==> src/ple_pkg.sv <==
// Shared types, codes and sizes of the positional list engine.
package ple_pkg;

  localparam int Depth = 64;
  localparam int AddrW = $clog2(Depth);
  localparam int CntW = $clog2(Depth + 1);
  localparam int PosW = 7;
  localparam int LenW = 7;
  localparam int DataW = 32;
  localparam int CmpW = ((PosW > CntW) ? PosW : CntW) + 1;
  localparam int QDepth = 2;
  localparam int QPtrW = $clog2(QDepth);
  localparam int QCntW = $clog2(QDepth + 1);

  localparam logic [1:0] MODE_INSERT = 2'd0;
  localparam logic [1:0] MODE_GET = 2'd1;
  localparam logic [1:0] MODE_DELETE = 2'd2;

  localparam logic [1:0] ST_OK = 2'd0;
  localparam logic [1:0] ST_BADPOS = 2'd1;
  localparam logic [1:0] ST_FULL = 2'd2;

  typedef enum logic [1:0] {
    KIND_ERR = 2'd0,
    KIND_INSERT = 2'd1,
    KIND_GET = 2'd2,
    KIND_DELETE = 2'd3
  } kind_t;

  typedef struct packed {
    kind_t kind;
    logic [AddrW-1:0] idx;
    logic [CntW-1:0] cnt;
    logic [DataW-1:0] value;
    logic [1:0] status;
    logic [LenW-1:0] length;
  } entry_t;

endpackage

==> src/ple_front.sv <==
// Front end: checks each request against the running count and classifies it.
module ple_front (
  input  logic clk,
  input  logic rst_n,
  input  logic accept,
  input  logic [1:0] mode,
  input  logic [ple_pkg::PosW-1:0] position,
  input  logic [ple_pkg::DataW-1:0] value,
  output ple_pkg::entry_t entry
);

  logic [ple_pkg::CntW-1:0] count_r;
  logic [ple_pkg::CntW-1:0] count_nxt;
  logic [ple_pkg::CmpW-1:0] pos_w;
  logic [ple_pkg::CmpW-1:0] cnt_w;

  assign pos_w = ple_pkg::CmpW'(position);
  assign cnt_w = ple_pkg::CmpW'(count_r);

  always_comb begin
    count_nxt = count_r;
    entry.kind = ple_pkg::KIND_ERR;
    entry.status = ple_pkg::ST_BADPOS;
    entry.idx = ple_pkg::AddrW'(pos_w - ple_pkg::CmpW'(1));
    entry.cnt = count_r;
    entry.value = value;
    unique case (mode)
      ple_pkg::MODE_INSERT: begin
        if (pos_w == '0 || pos_w > cnt_w + ple_pkg::CmpW'(1)) begin
          entry.status = ple_pkg::ST_BADPOS;
        end else if (cnt_w >= ple_pkg::CmpW'(ple_pkg::Depth)) begin
          entry.status = ple_pkg::ST_FULL;
        end else begin
          entry.status = ple_pkg::ST_OK;
          entry.kind = ple_pkg::KIND_INSERT;
          count_nxt = count_r + ple_pkg::CntW'(1);
        end
      end
      ple_pkg::MODE_GET: begin
        if (pos_w != '0 && pos_w <= cnt_w) begin
          entry.status = ple_pkg::ST_OK;
          entry.kind = ple_pkg::KIND_GET;
        end
      end
      ple_pkg::MODE_DELETE: begin
        if (pos_w != '0 && pos_w <= cnt_w) begin
          entry.status = ple_pkg::ST_OK;
          entry.kind = ple_pkg::KIND_DELETE;
          count_nxt = count_r - ple_pkg::CntW'(1);
        end
      end
      default: begin
        entry.status = ple_pkg::ST_BADPOS;
      end
    endcase
    entry.length = ple_pkg::LenW'(count_nxt);
  end

  always_ff @(posedge clk) begin
    if (!rst_n) begin
      count_r <= '0;
    end else if (accept) begin
      count_r <= count_nxt;
    end
  end

endmodule

==> src/ple_queue.sv <==
// Short queue of classified requests between the front and the back end.
module ple_queue (
  input  logic clk,
  input  logic rst_n,
  input  logic push,
  input  ple_pkg::entry_t push_data,
  input  logic pop,
  output ple_pkg::entry_t pop_data,
  output logic empty,
  output logic full
);

  ple_pkg::entry_t slot_r [ple_pkg::QDepth];
  logic [ple_pkg::QPtrW-1:0] wr_ptr_r;
  logic [ple_pkg::QPtrW-1:0] rd_ptr_r;
  logic [ple_pkg::QCntW-1:0] fill_r;
  logic do_push;
  logic do_pop;

  assign empty = (fill_r == '0);
  assign full = (fill_r == ple_pkg::QCntW'(ple_pkg::QDepth));
  assign do_push = push && !full;
  assign do_pop = pop && !empty;
  assign pop_data = slot_r[rd_ptr_r];

  always_ff @(posedge clk) begin
    if (do_push) begin
      slot_r[wr_ptr_r] <= push_data;
    end
  end

  always_ff @(posedge clk) begin
    if (!rst_n) begin
      wr_ptr_r <= '0;
      rd_ptr_r <= '0;
      fill_r <= '0;
    end else begin
      if (do_push) begin
        wr_ptr_r <= (wr_ptr_r == ple_pkg::QPtrW'(ple_pkg::QDepth - 1)) ? '0
                    : wr_ptr_r + ple_pkg::QPtrW'(1);
      end
      if (do_pop) begin
        rd_ptr_r <= (rd_ptr_r == ple_pkg::QPtrW'(ple_pkg::QDepth - 1)) ? '0
                    : rd_ptr_r + ple_pkg::QPtrW'(1);
      end
      if (do_push && !do_pop) begin
        fill_r <= fill_r + ple_pkg::QCntW'(1);
      end else if (do_pop && !do_push) begin
        fill_r <= fill_r - ple_pkg::QCntW'(1);
      end
    end
  end

endmodule

==> src/ple_back.sv <==
// Back end: carries out requests on the entry memory and registers each result.
module ple_back (
  input  logic clk,
  input  logic rst_n,
  input  logic q_empty,
  input  ple_pkg::entry_t q_data,
  output logic q_pop,
  output logic out_strobe,
  output logic [ple_pkg::DataW-1:0] out_value,
  output logic [1:0] out_status,
  output logic [ple_pkg::LenW-1:0] out_length
);

  typedef enum logic [2:0] {
    S_IDLE = 3'b001,
    S_RUN = 3'b010,
    S_WAIT = 3'b100
  } state_t;

  logic [ple_pkg::DataW-1:0] mem [ple_pkg::Depth];
  logic [ple_pkg::DataW-1:0] rd_data_r;
  logic [ple_pkg::AddrW-1:0] rd_addr;
  logic mem_we;
  logic [ple_pkg::AddrW-1:0] mem_waddr;
  logic [ple_pkg::DataW-1:0] mem_wdata;

  state_t state_r, state_nxt;
  ple_pkg::entry_t ent_r, ent_nxt;
  logic [ple_pkg::AddrW-1:0] k_r, k_nxt;
  logic first_r, first_nxt;
  logic [ple_pkg::DataW-1:0] res_r, res_nxt;
  logic strobe_r, strobe_nxt;
  logic [ple_pkg::DataW-1:0] value_r, value_nxt;
  logic [1:0] status_r, status_nxt;
  logic [ple_pkg::LenW-1:0] length_r, length_nxt;
  logic [ple_pkg::CntW-1:0] k_next_w;

  assign k_next_w = ple_pkg::CntW'(k_r) + ple_pkg::CntW'(1);

  always_ff @(posedge clk) begin
    if (mem_we) begin
      mem[mem_waddr] <= mem_wdata;
    end
    rd_data_r <= mem[rd_addr];
  end

  always_comb begin
    state_nxt = state_r;
    ent_nxt = ent_r;
    k_nxt = k_r;
    first_nxt = first_r;
    res_nxt = res_r;
    q_pop = 1'b0;
    mem_we = 1'b0;
    mem_waddr = k_r;
    mem_wdata = rd_data_r;
    rd_addr = k_r;
    strobe_nxt = 1'b0;
    value_nxt = value_r;
    status_nxt = status_r;
    length_nxt = length_r;
    unique case (state_r)
      S_IDLE: begin
        if (!q_empty) begin
          q_pop = 1'b1;
          ent_nxt = q_data;
          k_nxt = (q_data.kind == ple_pkg::KIND_INSERT) ?
                  q_data.cnt[ple_pkg::AddrW-1:0] : q_data.idx;
          first_nxt = 1'b1;
          state_nxt = S_RUN;
        end
      end
      S_RUN: begin
        unique case (ent_r.kind)
          ple_pkg::KIND_ERR: begin
            strobe_nxt = 1'b1;
            value_nxt = '0;
            state_nxt = S_IDLE;
          end
          ple_pkg::KIND_GET: begin
            rd_addr = ent_r.idx;
            state_nxt = S_WAIT;
          end
          ple_pkg::KIND_INSERT: begin
            if (k_r == ent_r.idx) begin
              mem_we = 1'b1;
              mem_waddr = ent_r.idx;
              mem_wdata = ent_r.value;
              strobe_nxt = 1'b1;
              value_nxt = '0;
              state_nxt = S_IDLE;
            end else begin
              rd_addr = k_r - ple_pkg::AddrW'(1);
              state_nxt = S_WAIT;
            end
          end
          ple_pkg::KIND_DELETE: begin
            if (first_r) begin
              rd_addr = k_r;
              state_nxt = S_WAIT;
            end else if (k_next_w < ent_r.cnt) begin
              rd_addr = k_next_w[ple_pkg::AddrW-1:0];
              state_nxt = S_WAIT;
            end else begin
              strobe_nxt = 1'b1;
              value_nxt = res_r;
              state_nxt = S_IDLE;
            end
          end
          default: begin
            state_nxt = S_IDLE;
          end
        endcase
        status_nxt = ent_r.status;
        length_nxt = ent_r.length;
      end
      S_WAIT: begin
        state_nxt = S_RUN;
        unique case (ent_r.kind)
          ple_pkg::KIND_GET: begin
            strobe_nxt = 1'b1;
            value_nxt = rd_data_r;
            status_nxt = ent_r.status;
            length_nxt = ent_r.length;
            state_nxt = S_IDLE;
          end
          ple_pkg::KIND_INSERT: begin
            mem_we = 1'b1;
            k_nxt = k_r - ple_pkg::AddrW'(1);
          end
          ple_pkg::KIND_DELETE: begin
            if (first_r) begin
              res_nxt = rd_data_r;
              first_nxt = 1'b0;
            end else begin
              mem_we = 1'b1;
              k_nxt = k_next_w[ple_pkg::AddrW-1:0];
            end
          end
          default: begin
            state_nxt = S_IDLE;
          end
        endcase
      end
      default: begin
        state_nxt = S_IDLE;
      end
    endcase
  end

  always_ff @(posedge clk) begin
    if (!rst_n) begin
      state_r <= S_IDLE;
      strobe_r <= 1'b0;
    end else begin
      state_r <= state_nxt;
      strobe_r <= strobe_nxt;
    end
  end

  always_ff @(posedge clk) begin
    ent_r <= ent_nxt;
    k_r <= k_nxt;
    first_r <= first_nxt;
    res_r <= res_nxt;
    value_r <= value_nxt;
    status_r <= status_nxt;
    length_r <= length_nxt;
  end

  assign out_strobe = strobe_r;
  assign out_value = value_r;
  assign out_status = status_r;
  assign out_length = length_r;

endmodule

==> src/positional_list_engine.sv <==
// Top level of the positional list engine: front end, request queue and back end.
//
// A request beat (in_mode, in_position, in_value_in) is taken at a rising edge
// where start is high and busy is low. Modes are insert, get and delete at a
// 1-based position. Every request yields one result beat on out_value_out,
// out_status and out_length, marked by out_strobe for one cycle.
// The front end checks the position against the running count at once and
// queues the classified request; busy is high while the two-entry queue is full.
// The back end works on one request at a time against a single entry memory
// with a registered read; each entry that it moves is read in S_RUN and written in S_WAIT.
// An insert moves the entries from the position to the end up by one place,
// last first, then writes the new value; a delete reads the entry at the
// position for its result, then moves the entries behind it down by one.
// Synchronous reset empties the list and the queue and drops pending results.
// The receiver cannot stall; results come out in request order.
module positional_list_engine (
  input  logic clk,
  input  logic rst_n,
  input  logic start,
  output logic busy,
  input  logic [1:0] in_mode,
  input  logic [ple_pkg::PosW-1:0] in_position,
  input  logic signed [ple_pkg::DataW-1:0] in_value_in,
  output logic out_strobe,
  output logic signed [ple_pkg::DataW-1:0] out_value_out,
  output logic [1:0] out_status,
  output logic [ple_pkg::LenW-1:0] out_length
);

  logic accept;
  logic q_full;
  logic q_empty;
  logic q_pop;
  ple_pkg::entry_t front_entry;
  ple_pkg::entry_t q_data;
  logic [ple_pkg::DataW-1:0] back_value;

  assign busy = q_full;
  assign accept = start && !q_full;

  ple_front u_front (
    .clk(clk),
    .rst_n(rst_n),
    .accept(accept),
    .mode(in_mode),
    .position(in_position),
    .value(in_value_in),
    .entry(front_entry)
  );

  ple_queue u_queue (
    .clk(clk),
    .rst_n(rst_n),
    .push(accept),
    .push_data(front_entry),
    .pop(q_pop),
    .pop_data(q_data),
    .empty(q_empty),
    .full(q_full)
  );

  ple_back u_back (
    .clk(clk),
    .rst_n(rst_n),
    .q_empty(q_empty),
    .q_data(q_data),
    .q_pop(q_pop),
    .out_strobe(out_strobe),
    .out_value(back_value),
    .out_status(out_status),
    .out_length(out_length)
  );

  assign out_value_out = back_value;

`ifndef SYNTHESIS
  a_reset_quiet: assert property (@(posedge clk) !rst_n |=> !out_strobe)
    else $error("result beat right after reset");
  a_error_zero: assert property (@(posedge clk) disable iff (!rst_n)
    out_strobe && out_status != ple_pkg::ST_OK |-> out_value_out == '0)
    else $error("failed request returned a nonzero value");
  a_full_len: assert property (@(posedge clk) disable iff (!rst_n)
    out_strobe && out_status == ple_pkg::ST_FULL |->
      out_length == ple_pkg::LenW'(ple_pkg::Depth))
    else $error("full status with a list that is not full");
  a_len_bound: assert property (@(posedge clk) disable iff (!rst_n)
    out_strobe |-> {1'b0, out_length} <= (ple_pkg::LenW + 1)'(ple_pkg::Depth))
    else $error("length beyond the list depth");
`endif

endmodule
==> config.mk <==
export PLATFORM = sky130hd
export DESIGN_NAME = positional_list_engine
export DESIGN_NICKNAME = d
export VERILOG_FILES = /design/src/ple_pkg.sv /design/src/ple_front.sv /design/src/ple_queue.sv /design/src/ple_back.sv /design/src/positional_list_engine.sv
export SDC_FILE = /design/constraint.sdc
export NUM_CORES = 2
export LEC_CHECK = 0
export BUFFER_PORTS_ARGS = -buffer_cell sky130_fd_sc_hd__buf_2
export CAP_MARGIN = 0
export CORE_UTILIZATION = 63
export CTS_CLUSTER_DIAMETER = 50
export DETAILED_ROUTE_END_ITERATION = 16
export PLACE_DENSITY = 0.81
export SETUP_SLACK_MARGIN = 0.2
export SKIP_CTS_REPAIR_TIMING = 1
export SYNTH_ARGS = -nofsm -noshare
export SYNTH_HDL_FRONTEND = slang
export SYNTH_HIERARCHICAL = 1
export SYNTH_SLANG_ARGS = --single-unit
==> constraint.sdc <==
create_clock -name clk -period 8.4 [get_ports clk]
set_input_delay 0.84 -clock clk [delete_from_list [all_inputs] [get_ports clk]]
set_output_delay 0.84 -clock clk [all_outputs]
set_load 0.005 [all_outputs]
==> results.ini <==
[placement]
dp_hpwl_mm=128
dp_slack_ns=2.47
gp_congestion=0.925
portBuffers=86

[sta]
skew_ns=0.0448
setup_slack_ns=1.93
drv_slew=4
tightest_slew_ns=1.52
rsz0062_at_grt=false
min_period_over_period=0.770
setup_viol=0
hold_ws_ns=0.179
finalHoldViolCount=0
layout_min_cycle_time_ns=6.47
tns_ns=0
slew_headroom=-0.0221
max_freq_ghz=0.155

[logic_synthesis]
synthFlopType=edfxtp_1
synth_edf_count=2296
synth.avg_cell_area_um2=21.6
ys_ff_latch=2344
synth.area.top_cells=edfxtp_1 (77%), mux4_2 (13%), o22ai_1 (1.8%), mux2_2 (1.1%), dfxtp_1 (1.1%)
synth.top_cells.by_count=edfxtp_1 (2296), mux4_2 (512), o22ai_1 (256)
yosysUniqueCellTypes=79
synth_compound_area_frac=0.0299
synthesis.area_mm2=0.0896
async_reset_ff_frac=0
synthMostInstantiatedCell=edfxtp_1
syn-instance-count=4144
muxShareOfSynthArea=0.141
ys_warn_count=6
seq_area_frac_synth=0.780
synthXorXnorAreaFrac=0.00299
yosysTopAreaCell=edfxtp_1
syn_nets=4224
synth-simple-area-share=0.0234
synth_top_family_by_area=multiplexers
synth_top_area_frac=0.770
synth_fa_ha_area_frac=0.00503

[setup_path]
crit_fanout=129
slowest_delay_ns=1.31
cp_slowest_cell=nor4_1
rrSetupSlack_ns=1.93
crit_buf_inv=3
critPathTopFamily=simple AND/OR/NAND/NOR gates
arrival_ns=7.22
critPathRequiredTime_ns=9.15
crit_top_cell=nand3_1
rr_worst_depth=15
regToRegEndpoint=u_back/rd_data_r[17]$_DFF_P_
path_class=register to register
path_cells=nand3_1, buf_4, nor2_1, xnor2_1, inv_1, ha_1, nand4_1, o211ai_1, nand3_1, a22oi_4, buf_12, mux4_2, o22ai_1, nor4_1, and3_1
start_kind=register
crit_path_end_kind=register
r2r_start=u_back/k_r[2]$_DFFE_PP_
crit_cells=15

[global_routing]
grt_pass1_wl_mm=340
antenna_found_initial=25
grt_pass1_vias=46300
grt_overflow=0
grt_util_all_layers=0.344
grt_max_degree=130

[cts]
cts_root_buf=clkbuf_16
cts_buffers=217
clock_latency_ns=0.88
clock_path_buffers=3
path_clk_slew_ns=0.07
cts_tree=built
numClockSinks=2344
htreeDepth=4

[power_and_ir_drop]
p_seq_frac=0.425
combPwrFrac=0.300
total_power_w=0.0360
p_per_area_mw_per_mm2=361
p_leak_nw=31.0
switchingPower_w=0.0117
intPower_w=0.0244
swShare=0.324
vdd_drop_max_mv=0.303
p_clk_frac=0.275

[floorplan]
die_x_um=379
start_util=0.634
num_rows=138
die_area_mm2=0.144
core_mm2=0.141
pin_count=87
die_h_um=379

[route]
drtIter0Drc=7504
avgViaCountPerCell=7.27
drtAntennaViolNets=0
wirelength_mm=243
wl_per_cell_um=37.8
dr.pass1.iters=9
dr_total_vias=46800
drc=0

[min_path]
hold-path-cell-count=1
hold_end=u_queue/slot_r[0][20]$_DFFE_PP_
hp-start=in_value_in[11]
hold_class=input port to register

[final_layout]
synthToLayoutAreaGrowth_pct=11.4
layout.nets=4428
drive_gt1_frac=0.274
nFillCells=7687

[run]
max_cap_viol_count=2

[outcome]
status=finished with violations
violations=max-capacitance violations, max-slew violations

[final cells by class]
class,instances,area [um^2],area share
clock buffers,296,5880,0.0589
multi-input cells,1520,18700,0.187
repair buffers,229,1630,0.0163
well taps,1890,2360,0.0237
diodes,10,25.0,0.000251
inverters,36,135,0.00135
flip-flops and latches,2344,69900,0.700
clock inverters,108,1220,0.0123
[placed cells by master, fill, tap and decap left out, types with 12 or more instances in the layout]
cell type | netlist | layout
nor3_1 | 42 | 40
o21ai_0 | 57 | 57
clkinv_1 | 2 | 36
mux2_2 | 89 | 89
inv_1 | 33 | 33
nor4_1 | 33 | 31
bufinv_16 | 0 | 21
edfxtp_1 | 2296 | 2296
buf_2 | 26 | 87
nor2_4 | 0 | 65
dfxtp_1 | 48 | 47
a21oi_1 | 20 | 20
nor2_1 | 95 | 29
nand2_1 | 153 | 151
o22ai_1 | 256 | 256
buf_4 | 71 | 132
nand3_1 | 18 | 18
o211ai_1 | 12 | 12
and3_1 | 37 | 36
xnor2_1 | 18 | 18
clkbuf_1 | 96 | 66
nand4_1 | 21 | 21
clkinv_2 | 0 | 26
mux4_2 | 512 | 512
clkbuf_16 | 0 | 219
ha_1 | 36 | 36
[kinds of logic after synthesis]
kind of cell    count (synthesis)
compound gates                408
simple gates                  436
xor+xnor                       28
mux                           612
fa+ha+maj                      36
flops                        2344
buf+inv                       280
[state kept, by name, indices dropped and copies added (netlist names), named ones only]
register / cells
u_back/mem: 2048
u_queue/slot_r: 112
u_back/ent_r: 56
u_back/out_value: 32
u_back/rd_data_r: 32
u_back/res_r: 32
u_back/out_length: 7
u_front/count_r: 7
u_back/k_r: 6
u_back/state_r: 3
u_back/out_status: 2
u_queue/fill_r: 2
u_back/first_r: 1
u_back/out_strobe: 1
u_queue/rd_ptr_r: 1
u_queue/wr_ptr_r: 1
[power by group through the flow]
stage	Combinational, W	Sequential [W]	Clock, W
floorplan	0.00711	0.0152	0
global placement	0.0100	0.0155	0
detailed placement	0.0103	0.0155	0
CTS	0.0106	0.0153	0.00996
global route	0.0111	0.0153	0.0103
finish	0.0108	0.0153	0.00992
[stage by stage]
step | area (um^2) | cells | util
3_5_place_dp | 92700 | 6019 | 0.656
2_1_floorplan | 89600 | 4144 | -
5_1_grt | 99800 | 6423 | 0.707
6_report | 99800 | 6433 | 0.707
3_3_place_gp | 92700 | 6018 | 0.656
4_1_cts | 99800 | 6423 | 0.707
[how the worst max path moves through the flow]
stage | startpoint | endpoint | slack [ns]
after CTS | u_back/k_r[2]$_DFFE_PP_ | u_back/rd_data_r[17]$_DFF_P_ | 2.49
after floorplan | u_queue/fill_r[0]$_SDFFE_PN0P_ | u_queue/fill_r[1]$_SDFFE_PN0P_ | 2.46
after detailed placement | u_back/k_r[2]$_DFFE_PP_ | u_back/rd_data_r[17]$_DFF_P_ | 2.47
final | u_back/k_r[2]$_DFFE_PP_ | u_back/rd_data_r[17]$_DFF_P_ | 1.93
after global placement | u_back/k_r[2]$_DFFE_PP_ | u_back/rd_data_r[23]$_DFF_P_ | 2.40
after global routing | u_back/k_r[2]$_DFFE_PP_ | u_back/rd_data_r[17]$_DFF_P_ | 2.08
[metal layers]
metal / vias up / share of wire / GRT usage
li1: 17800 / - / -
met1: 23900 / 0.33 / 0.457
met2: 4206 / 0.47 / 0.525
met3: 861 / 0.15 / 0.0988
met4: 22 / 0.062 / 0.182
met5: - / 0.00052 / 0
[worst register-to-register path: stages (launching register included)]
cell and delay [ns]:
edfxtp_1 0.72, nand3_1 0.16, buf_4 0.25, nor2_1 0.21
xnor2_1 0.18, inv_1 0.08, ha_1 0.30, nand4_1 0.13
o211ai_1 0.44, nand3_1 0.20, a22oi_4 0.51, buf_12 0.57
mux4_2 0.65, o22ai_1 0.26, nor4_1 1.31, and3_1 0.42
Note: power is estimated with default switching activity, not from simulation.
